[src/gn2d_pkg.sv]
// gn2d_pkg: shared constants and helpers for the 2D gradient noise core.
// Depends on nothing.
package gn2d_pkg;

	localparam int COORD_W = 24;
	localparam int NOISE_W = 16;
	localparam int PHASE_W = 16;
	localparam int TRIG_W  = 16;   // signed Q1.14 sine/cosine

	localparam logic [31:0] HASH_K1 = 32'd3284157443;
	localparam logic [31:0] HASH_K2 = 32'd1911520717;
	localparam logic [31:0] HASH_K3 = 32'd2048419325;

	// sin(pi/2 * z) ~ z*(A - z^2*(B - z^2*C)), Q2.30
	localparam logic [30:0] SIN_A = 31'd1686629713;
	localparam logic [29:0] SIN_B = 30'd688904866;
	localparam logic [26:0] SIN_C = 27'd76016977;

	localparam logic [PHASE_W-1:0] QUARTER_TURN = 16'h4000;

	localparam int HASH_LAT   = 3;
	localparam int SINE_LAT   = 4;
	localparam int DOT_LAT    = 2;
	localparam int CORNER_LAT = HASH_LAT + SINE_LAT + DOT_LAT;
	localparam int SMOOTH_LAT = 3;
	localparam int BLEND_LAT  = 4;

	function automatic logic [31:0] rot16(input logic [31:0] v);
		rot16 = {v[15:0], v[31:16]};
	endfunction

endpackage

[src/gn2d_smooth.sv]
// gn2d_smooth: three-stage smoothstep 3w^2-2w^3 of a fraction, Q16 result.
// Depends on gn2d_pkg.
module gn2d_smooth import gn2d_pkg::*; #(
	parameter int FRAC_BITS = 8
) (
	input  logic                 clk,
	input  logic [FRAC_BITS-1:0] w,
	output logic [16:0]          s_q16
);

	localparam int SW   = 3*FRAC_BITS + 2;
	localparam int WIDE = 3*FRAC_BITS + 18;
	localparam int SH_R = (3*FRAC_BITS >= 16) ? 3*FRAC_BITS - 16 : 0;
	localparam int SH_L = (3*FRAC_BITS >= 16) ? 0 : 16 - 3*FRAC_BITS;

	logic [2*FRAC_BITS-1:0] ww_s1;
	logic [FRAC_BITS+1:0]   k_s1;
	logic [SW-1:0]          s_s2;
	logic [WIDE-1:0]        wide, scaled;

	assign wide   = WIDE'(s_s2);
	assign scaled = (wide >> SH_R) << SH_L;

	always_ff @(posedge clk) begin
		ww_s1 <= w * w;
		k_s1  <= ((FRAC_BITS+2)'(3) << FRAC_BITS) - {1'b0, w, 1'b0};
		s_s2  <= k_s1 * ww_s1;
		s_q16 <= scaled[16:0];
	end

endmodule

[config.mk]
export PLATFORM = sky130hd
export DESIGN_NAME = gn2d_smooth
export DESIGN_NICKNAME = d
export VERILOG_FILES = /design/src/gn2d_pkg.sv /design/src/gn2d_smooth.sv
export SDC_FILE = /design/constraint.sdc
export NUM_CORES = 1
export LEC_CHECK = 0
export ABC_AREA = 1
export ABC_CLOCK_PERIOD_IN_PS = 11500
export BUFFER_PORTS_ARGS = -buffer_cell sky130_fd_sc_hd__buf_2
export CAP_MARGIN = 10
export CORE_UTILIZATION = 45
export DETAILED_ROUTE_END_ITERATION = 16
export HOLD_SLACK_MARGIN = 0.02
export PLACE_DENSITY = 0.68
export SYNTH_ARGS = -nofsm -noshare
export SYNTH_HDL_FRONTEND = slang
export SYNTH_SLANG_ARGS = --single-unit
[constraint.sdc]
create_clock -name clk -period 11.5 [get_ports clk]
set_clock_uncertainty 0.15 [all_clocks]
set_input_delay 0.575 -clock clk [delete_from_list [all_inputs] [get_ports clk]]
set_output_delay 0.575 -clock clk [all_outputs]
set_load 0.01 [all_outputs]
-- After elaboration in Yosys (flattened, before gate mapping)
Index checks and enable logic that the tools add are counted.
- add/sub/neg operators: 1
- multiply operators: 2
- div/mod/pow operators: 0
- magnitude comparators: 0
- equal/unequal tests: 0
- shift operators: 0
- mux-type cells: 0
- bitwise gates (word level): 0
- reduce and logical (&&, ||, !) cells: 0
- operators by type and width (kind ; number):
    $mul 10x16->25 ; 1
    $mul 8x8->16 ; 1
    $sub 10x9->10 const A ; 1
- register bits after elaboration: 68
- bits in latches: 0
- bits in writable memories: 0
- bits in read-only memories: 0
- output and inout bits: 17
- word-level logic and storage cells: 7
- memories: 0

-- Depth between registers and ports, before layout
Gate-level depths: netlist (run 1).
- depth in word-level cells: 1
- mapped depth: 24
- gate-level depth less buffers: 23

-- Least setup slack after synthesis (run 1)
OpenSTA, ideal clock, no wires.
- path kind: register to register
- start point: reg k_s1[3]
- end point: reg s_s2[21]
- setup time: 0.112 ns
- arrival time: 4.248 ns
- required time: 11.238 ns
- setup slack: 6.990 ns
- cell stages (with the launch flop): 24
- buffers on the path: 1
- period minus slack after synthesis: 4.510 ns
- cell sequence: dfxtp_1 > clkbuf_1 > nand2_1 > fa_1 > inv_1 > fa_1 > ha_1 > inv_1 > fa_1 > inv_1 > ha_1 > inv_1 > nor2_1 > and2_1 > inv_1 > fa_1 > inv_1 > nand3_1 > nand2_1 > nand2_1 > nand2_1 > nand3_1 > nand3_1 > nand2_1
- cells in the longest elaborated chain, start to end: 1
- RTL lines (what ; line ; source):
    from (decl) ; gn2d_smooth.sv:17 ; logic [FRAC_BITS+1:0] k_s1;
    from (signal assigned) ; gn2d_smooth.sv:26 ; k_s1 <= ((FRAC_BITS+2)'(3) << FRAC_BITS) - {1'b0, w, 1'b0};
    $mul 10x16->25 ; gn2d_smooth.sv:27 ; s_s2 <= k_s1 * ww_s1;
    to (signal assigned) ; gn2d_smooth.sv:27 ;
    to (decl) ; gn2d_smooth.sv:18 ; logic [SW-1:0] s_s2;
Every way passes these cells.

-- Worst setup path in the final report (run 1)
- start point: reg ww_s1[0]
- end point: reg s_s2[23]
- cells in the longest elaborated chain, start to end: 1
- RTL lines (what ; line ; source):
    from (decl) ; gn2d_smooth.sv:16 ; logic [2*FRAC_BITS-1:0] ww_s1;
    from (signal assigned) ; gn2d_smooth.sv:25 ; ww_s1 <= w * w;
    $mul 10x16->25 ; gn2d_smooth.sv:27 ;
Every way passes these cells.

==> impl_metrics.yaml, run 1 <==
status:
  status: "completed"
worst_setup_path:
  crit_path_start_kind: "flop"
  timing.critical_path.to_type: "flop"
  crit_arrival_ns: 5.13
  cp.depth: 22
  crit_path_cell_trace: "nand2_1 -> fa_1 -> inv_1 -> fa_1 -> ha_1 -> inv_1 -> fa_1 -> inv_1 -> ha_1 -> inv_1 -> nor2_1 -> and2_1 -> inv_1 -> fa_1 -> inv_1 -> nand3_1 -> nand2_1 -> nand2_1 -> nand2_1 -> nand2_1 -> nand3_1 -> nand2_1"
  critPathTopFamily: "adder cells"
  r2r_cells: 22
  path_class: "reg2reg"
  r2r_setup_slack_ns: 6.45
  rr_endpoint: "s_s2[23]"
  cp_max_fo: 20
  reg2reg_from: "ww_s1[0]"
  cp_data_required_time_ns: 11.58
  critPathBufInv: 6
  slowest_delay_ns: 0.75
  cp_slowest_cell: "dfxtp_1"
worst_hold_path:
  whs_endpoint: "s_q16[9]"
  hp-start: "s_s2[17]"
  hp-class: "reg2reg"
  worstHoldPathCells: 0
timing:
  tightest_slew_ns: 0.680
  grt_setup_unrepaired: "no"
  finalSetupViolations: 0
  slew_headroom: 0.546
  drv_slew: 0
  timing.hold.ws_ns: 0.173
  finalHoldViolations: 0
  max_freq_ghz: 0.198
  period_minus_slack_ns: 5.05
  tns_ns: 0
  min_period_over_period: 0.439
floorplan:
  die_w_um: 132
  pin_count: 26
  start_util: 0.460
  num_rows: 47
  core_um2: 16600
  die_y_um: 132
  die-area_um2: 17500
clock_network:
  cts_resized: 0
  clk_path_buf_depth: 2
  cts_setup_buffers: 0
  htree_num_levels: 3
  cts_tree: "done"
  clock-root-buffer: "clkbuf_16"
  postCtsHoldBufs: 0
  numCtsBuffers: 9
  clkSinkCount: 57
  clk_pin_slew_ns: 0.06
  worstSkewPairLatency_ns: 0.33
synth:
  ys.warnings.count: 0
  synth.largest_area_cell: "fa_1"
  syn-num-nets: 1195
  synth_area_um2: 7640
  ys_seq_area_frac: 0.149
  syn_area_per_cell_um2: 7.79
  ys_ff_latch: 57
  synth_area_leaders: "fa_1, ha_1, dfxtp_1, nand2_1, inv_1"
  yosysTopAreaCellShare: 0.299
  synth_cells: 980
  post_synth_num_cell_types: 32
finish:
  drive_gt1_frac: 0.0597
  diodes: 0
  fin_nets: 1198
  synthToLayoutAreaGrowth_pct: 6.88
run:
  cap_violations: 0
detailed_routing:
  drt_first_pass_iters: 4
  routed_wirelength_mm: 14.4
  via_count: 5635
  drt_iter0_drc: 190
  ant_nets: 0
  avgViaCountPerCell: 4.66
  avgRoutedWirePerCell_um: 11.9
  drc_errors: 0
placed_design:
  dp_hpwl_mm: 12.1
  portBuffers: 25
  gp_congestion: 0.877
global_route:
  gr-total-overflow: 0
  grt.total_usage: 0.185
  grt_pass1_wl_mm: 26.4
  grt_max_degree: 21
  antenna_found_initial: 0
  grt_pass1_vias: 5988
==> worst max path at each step <==
stage | start | slack (ns) | endpoint
6_report | ww_s1[0] | 6.45 | s_s2[23]
2_1_floorplan | k_s1[3] | 6.99 | s_s2[21]
3_5_place_dp | ww_s1[0] | 6.44 | s_s2[23]
5_1_grt | ww_s1[0] | 6.11 | s_s2[23]
3_3_place_gp | ww_s1[0] | 6.52 | s_s2[23]
4_1_cts | ww_s1[0] | 6.44 | s_s2[23]
==> through the flow <==
stage / worst slack (ns) / cell area (µm²) / std cells / util
2_1_floorplan: 6.99 / 7640 / 980 / -
3_3_place_gp: 6.52 / 7900 / 1192 / 0.476
3_5_place_dp: 6.44 / 7900 / 1192 / 0.476
4_1_cts: 6.44 / 8160 / 1208 / 0.492
5_1_grt: 6.11 / 8160 / 1208 / 0.492
6_report: 6.45 / 8160 / 1208 / 0.492
==> state kept, by name, summed over array words and instances, names as in the netlist <==
| name | cells |
|---|---|
| ww_s1 | 15 |
| s_s2 | 17 |
| s_q16 | 17 |
| k_s1 | 8 |
==> worst register-to-register path, stage by stage (launching register included) <==
cell	delay, ns
dfxtp_1	0.75
nand2_1	0.16
fa_1	0.50
inv_1	0.05
fa_1	0.45
ha_1	0.29
inv_1	0.05
fa_1	0.53
inv_1	0.04
ha_1	0.26
inv_1	0.03
nor2_1	0.15
and2_1	0.26
inv_1	0.09
fa_1	0.41
inv_1	0.11
nand3_1	0.09
nand2_1	0.14
nand2_1	0.06
nand2_1	0.14
nand2_1	0.10
nand3_1	0.09
nand2_1	0.05
==> synthesized netlist by cell type (all sizes together) <==
master  count
nand2     275
inv       267
fa        114
ha         92
dfxtp      57
nand3      32
nor2       30
clkbuf     27
xor2       24
a21oi      18
o21ai       8
xnor2       8
buf         6
nor3        5
nand4       4
a31oi       3
and2        3
o21bai      3
a21o        1
and3        1
clkinv      1
nand3b      1
==> cells in the final DEF, fill, tap and decap left out, types with 3 or more instances in the layout <==
master     instances
xnor2_1            8
o21bai_1           3
dfxtp_1           57
fa_1             114
nand3_2            4
clkbuf_16          9
ha_1              92
o21ai_0            7
nor2_1            28
nand4_1            4
inv_1            265
nand2_2            5
buf_2             25
nand3_1           28
and2_1             3
a31oi_1            3
clkinv_2           4
nand2_1          270
a21oi_1           16
xor2_1            24
==> area by class of cell <==
| cell class | count | area [µm²] |
|---|---|---|
| well taps | 220 | 275 |
| inverters | 268 | 1010 |
| clock buffers | 10 | 229 |
| multi-input cells | 622 | 5350 |
| fillers | 1619 | 8420 |
| flip-flops and latches | 57 | 1140 |
| clock inverters | 6 | 35.0 |
| repair buffers | 25 | 125 |
==> cells by family (layout without fill, tap and decap cells) <==
family | count (synthesis) | count (layout) | synth area share
simple gates | 351 | 351 | 0.189
fa+ha+maj | 206 | 206 | 0.450
compound gates | 33 | 33 | 0.0249
buf+inv | 301 | 309 | 0.150
flops | 57 | 57 | 0.149
xor+xnor | 32 | 32 | 0.0367
==> routing by layer <==
layer / GRT usage / up-vias / part of all wire
met2: 0.337 / 112 / 0.49
met5: 0 / - / 0
met3: 0.0327 / 17 / 0.048
met1: 0.225 / 2666 / 0.45
met4: 0.0479 / 0 / 0.015
li1: - / 2840 / -
Power of run 1 is left out: the tool's default activity adds up to more than one toggle a clock period on the data nets, which glitch-free logic cannot reach.
==> run 2, diff against run 1 <==
--- a/config.mk
+++ b/config.mk
@@ -6,7 +6,7 @@
 export NUM_CORES = 1
 export LEC_CHECK = 0
 export ABC_AREA = 1
-export ABC_CLOCK_PERIOD_IN_PS = 11500
+export ABC_CLOCK_PERIOD_IN_PS = 5300
 export BUFFER_PORTS_ARGS = -buffer_cell sky130_fd_sc_hd__buf_2
 export CAP_MARGIN = 10
 export CORE_UTILIZATION = 45
==> constraint.sdc (replaced) <==
create_clock -name clk -period 5.3 [get_ports clk]
set_clock_uncertainty 0.15 [all_clocks]
set_input_delay 0.265 -clock clk [delete_from_list [all_inputs] [get_ports clk]]
set_output_delay 0.265 -clock clk [all_outputs]
set_load 0.01 [all_outputs]
==> impl_metrics.yaml, run 2 (synthesis gave the netlist of run 1 again) <==
timing:
  tns_ns: 0
  finalHoldViolations: 0
  min_period_over_period: 0.930
  tightest_slew_ns: 0.623
  finalSetupViolations: 0
  period_minus_slack_ns: 4.93
  timing.hold.ws_ns: 0.0442
  drv_slew: 0
  slew_headroom: 0.584
  max_freq_ghz: 0.203
  grt_setup_unrepaired: "no"
global_route:
  antenna_found_initial: 0
  grt_max_degree: 17
  grt.total_usage: 0.188
  gr-total-overflow: 0
  grt_pass1_wl_mm: 26.6
  grt_pass1_vias: 6041
worst_setup_path:
  cp_slowest_cell: "dfxtp_1"
  path_class: "reg2reg"
  cp_max_fo: 14
  crit_path_cell_trace: "nand2_1 -> fa_1 -> inv_1 -> fa_1 -> ha_1 -> inv_1 -> fa_1 -> inv_1 -> ha_1 -> inv_1 -> nor2_1 -> and2_1 -> inv_1 -> fa_1 -> inv_1 -> nand3_1 -> nand2_1 -> nand2_1 -> nand2_1 -> nand2_1 -> nand3_1 -> nand2_1"
  slowest_delay_ns: 0.64
  crit_path_start_kind: "flop"
  crit_arrival_ns: 5.01
  timing.critical_path.to_type: "flop"
  cp_data_required_time_ns: 5.37
finish:
  drive_gt1_frac: 0.0636
  largestRegisters: "s_q16: 17 flops, s_s2: 17 flops, ww_s1: 15 flops"
  diodes: 0
  synthToLayoutAreaGrowth_pct: 7.82
  fill_cells: 1624
  multiInputGateArea_um2: 5350
  final_util: 0.496
  final_common_cell: "nand2_1"
  mostFrequentLayoutCells: "nand2_1, inv_1, fa_1"
  seq_area_um2: 1140
  fin_nets: 1200
floorplan:
  die_w_um: 132
  pin_count: 26
  die_y_um: 132
  core_um2: 16600
  start_util: 0.460
  num_rows: 47
  die-area_um2: 17500
clock_network:
  cts_tree: "done"
  cts_setup_buffers: 0
  numCtsBuffers: 9
  clk_path_buf_depth: 2
  clk_pin_slew_ns: 0.05
  clock-root-buffer: "clkbuf_16"
  htree_num_levels: 3
  clkSinkCount: 57
  worstSkewPairLatency_ns: 0.33
detailed_routing:
  drc_errors: 0
  via_count: 5648
  ant_nets: 0
  drt_first_pass_iters: 8
  avgRoutedWirePerCell_um: 12.1
  avgViaCountPerCell: 4.67
  routed_wirelength_mm: 14.7
  drt_iter0_drc: 233
run:
  cap_violations: 0
status:
  status: "completed"
placed_design:
  gp_congestion: 0.898
  dp_hpwl_mm: 12.3
  portBuffers: 25
worst_hold_path:
  hp-class: "in2reg"
==> run 2: cell count changes in the layout (fill, tap and decap cells not counted) <==
| cell | before | now |
|---|---|---|
| clkbuf_1 | 1 | 0 |
| dfxtp_2 | 0 | 1 |
| clkinv_2 | 4 | 2 |
| buf_4 | 0 | 2 |
| inv_6 | 0 | 1 |
| dfxtp_1 | 57 | 56 |
| bufinv_16 | 0 | 2 |
==> run 2: per-layer routing <==
layer  global-route usage  share of wire  vias up
met5                    0              0        -
met4               0.0543          0.019        0
met3               0.0327          0.046       20
met2                0.343           0.50      121
met1                0.227           0.44     2664
li1                     -              -     2843
==> run 2: final timing paths <==
path                              start        to  slack (ns)  cells after the start
worst max-delay path            k_s1[2]  s_s2[23]        0.37                     22
worst min-delay path               w[0]  ww_s1[0]        0.04                      1
worst max register to register  k_s1[2]  s_s2[23]        0.37                     22
worst min register to register  s_s2[8]  s_q16[0]        0.17                      0
==> run 2: critical path, delay by kind of cell (launching register included) <==
kind / cells / cell delay, ns
buf+inv: 6 / 0.36
fa+ha+maj: 6 / 2.46
flops: 1 / 0.64
simple gates: 10 / 1.20
==> run 2: area by class of cell <==
cell class | instances | share of cell area
multi-input combinational | 622 | 0.650
sequential | 57 | 0.139
inverter | 268 | 0.122
tap | 220 | 0.0334
clock buffer | 9 | 0.0274
timing repair buffer | 27 | 0.0170
clock inverter | 7 | 0.0114
==> run 2: what timing repair did <==
action	CTS	global route
hold buffers	0	0
gates resized for setup	0	1
setup endpoints to repair	0	3
==> run 2: metrics by stage <==
step	cell area, µm²	std cells	worst slack (ns)
4_1_cts	8230	1210	0.316
6_report	8230	1210	0.369
5_1_grt	8230	1210	0.0398
3_3_place_gp	7910	1194	0.341
3_5_place_dp	7910	1194	0.333
2_1_floorplan	7640	980	0.790
Power of run 2 is left out for the same reason.
==> run 3, diff against run 2 <==
--- a/config.mk
+++ b/config.mk
@@ -5,13 +5,12 @@
 export SDC_FILE = /design/constraint.sdc
 export NUM_CORES = 1
 export LEC_CHECK = 0
-export ABC_AREA = 1
 export ABC_CLOCK_PERIOD_IN_PS = 5300
 export BUFFER_PORTS_ARGS = -buffer_cell sky130_fd_sc_hd__buf_2
 export CAP_MARGIN = 10
 export CORE_UTILIZATION = 45
 export DETAILED_ROUTE_END_ITERATION = 16
-export HOLD_SLACK_MARGIN = 0.02
+export HOLD_SLACK_MARGIN = 0.03
 export PLACE_DENSITY = 0.68
 export SYNTH_ARGS = -nofsm -noshare
 export SYNTH_HDL_FRONTEND = slang
==> impl_metrics.yaml, run 3 <==
synth:
  async_flop_share: 0
  ys.warnings.count: 0
  yosysMostFrequentCell: "inv_1"
  ys_ff_latch: 57
  syn-num-nets: 954
  synth.largest_area_cell: "fa_1"
  synth_area_leaders: "fa_1, ha_1, dfxtp_1, and2_1, inv_1"
  yosysTopAreaCellShare: 0.321
  synth_commonest_cells: "inv_1, fa_1, ha_1, and2_1, nand2_1"
  synth_area_um2: 7110
  ys_seq_area_frac: 0.160
  synth-edff-count: 0
  post_synth_num_cell_types: 49
  synth_flop_cell: "dfxtp_1"
  synth_cells: 739
  syn_area_per_cell_um2: 9.63
timing:
  grt_setup_unrepaired: "no"
  finalSetupViolations: 0
  max_freq_ghz: 0.199
  min_period_over_period: 0.946
  timing.hold.ws_ns: 0.0728
  tightest_slew_ns: 0.506
  period_minus_slack_ns: 5.01
  tns_ns: 0
  finalHoldViolations: 0
  drv_slew: 0
  slew_headroom: 0.662
floorplan:
  die-area_um2: 16300
  start_util: 0.464
  num_rows: 45
  pin_count: 26
  die_y_um: 128
  core_um2: 15300
  die_w_um: 128
finish:
  mostFrequentLayoutCells: "inv_1, fa_1, ha_1"
  diodes: 0
  drive_gt1_frac: 0.0830
  largestRegisters: "s_q16: 17 flops, s_s2: 17 flops, ww_s1: 15 flops"
  synthToLayoutAreaGrowth_pct: 10.3
  fin_nets: 981
  fill_cells: 1434
  final_cell_count_no_fill: 982
  final_common_cell: "inv_1"
worst_setup_path:
  crit_start: "ww_s1[4]"
  r2r_cells: 17
  crit_path_start_kind: "flop"
  cp_data_required_time_ns: 5.36
  reg2reg_from: "ww_s1[4]"
  crit_arrival_ns: 5.07
  r2r_setup_slack_ns: 0.29
  cp_max_fo: 9
  path_class: "reg2reg"
  rr_endpoint: "s_s2[23]"
  timing.critical_path.to_type: "flop"
placed_design:
  dp_hpwl_mm: 10.9
  portBuffers: 25
  gp_congestion: 0.817
  dp_cells: 965
clock_network:
  cts_tree: "done"
  clkSinkCount: 57
  clk_path_buf_depth: 2
  clock-root-buffer: "clkbuf_16"
  worstSkewPairLatency_ns: 0.34
  clk_pin_slew_ns: 0.05
  numCtsBuffers: 9
  htree_num_levels: 3
worst_hold_path:
  whs_endpoint: "k_s1[9]"
  hp-class: "in2reg"
  hp-start: "w[7]"
  worstHoldPathCells: 2
global_route:
  gr-max-usage-layer: "met2"
  grt_pass1_vias: 4952
  gr-total-overflow: 0
  grt.total_usage: 0.181
  met2_usage: 0.302
  antenna_found_initial: 0
  grt_pass1_wl_mm: 23.0
  grt_max_degree: 17
  use_met1: 0.233
  use_met3: 0.0422
detailed_routing:
  routed_wirelength_mm: 13.2
  drc_errors: 0
  via_count: 4831
  avgViaCountPerCell: 4.92
  avgRoutedWirePerCell_um: 13.5
  ant_nets: 0
  drt_iter0_drc: 204
  drt_first_pass_iters: 4
run:
  cap_violations: 0
status:
  status: "completed"
==> run 3: what timing repair did <==
item                                    in CTS  in global routing
gates resized for setup                      0                  1
hold endpoints to repair                     1                  0
hold buffers                                 1                  0
setup buffers                                0                  0
endpoints found under the setup margin       0                  1
==> run 3: through the flow <==
stage	instance area [µm²]	util	setup WS, ns
5_1_grt	7850	0.512	0.0515
4_1_cts	7850	0.512	0.177
6_report	7850	0.512	0.286
2_1_floorplan	7110	-	0.338
3_3_place_gp	7490	0.489	0.236
3_5_place_dp	7490	0.489	0.174
==> run 3: cells by family after synthesis <==
logic type | count (synthesis) | synth area share
DFF | 57 | 0.160
and+or+nand+nor | 216 | 0.157
muxes | 1 | 0.00158
adders and majority gates | 206 | 0.483
xor gates and xnor gates | 41 | 0.0505
AOI/OAI and AO/OA | 71 | 0.0702
buffers and inverters | 147 | 0.0776
==> run 3: how the worst max path moves through the flow <==
| stage | end | slack (ns) | cells after the start |
|---|---|---|---|
| finish | s_s2[23] | 0.29 | 17 |
| global route | s_s2[23] | 0.05 | 17 |
| CTS | s_s2[23] | 0.18 | 17 |
| detailed placement | s_s2[23] | 0.17 | 17 |
| global placement | s_s2[23] | 0.24 | 17 |
| floorplan | s_s2[23] | 0.34 | 18 |
==> run 3: area by class of cell <==
type	count	area (µm²)	share of cell area
clock inverter	5	103	0.0131
tap	211	264	0.0336
clock buffer	11	243	0.0309
multi-input combinational	535	5420	0.691
sequential	57	1140	0.146
inverter	130	488	0.0622
timing repair buffer	33	188	0.0239
==> run 3: metal layers <==
metal  vias up  wire [µm]  part of all wire
li1       2345          -                 -
met1      2372       5900              0.45
met2        98       6470              0.49
met3        16        637             0.048
met4         0        196             0.015
met5         -          0                 0
==> run 3: critical path: stages, from the launching register on <==
cell and delay, ns:
dfxtp_1 0.49, nand2_1 0.13, fa_1 0.54, inv_1 0.05, fa_1 0.46, ha_1 0.29
inv_1 0.05, fa_1 0.52, inv_1 0.04, ha_1 0.28, or3b_2 0.46, fa_1 0.42
nor2b_2 0.20, o21bai_4 0.09, a31oi_4 0.21, a21oi_2 0.13, nor4b_1 0.31, a211oi_1 0.08
Power of run 3 is left out for the same reason.
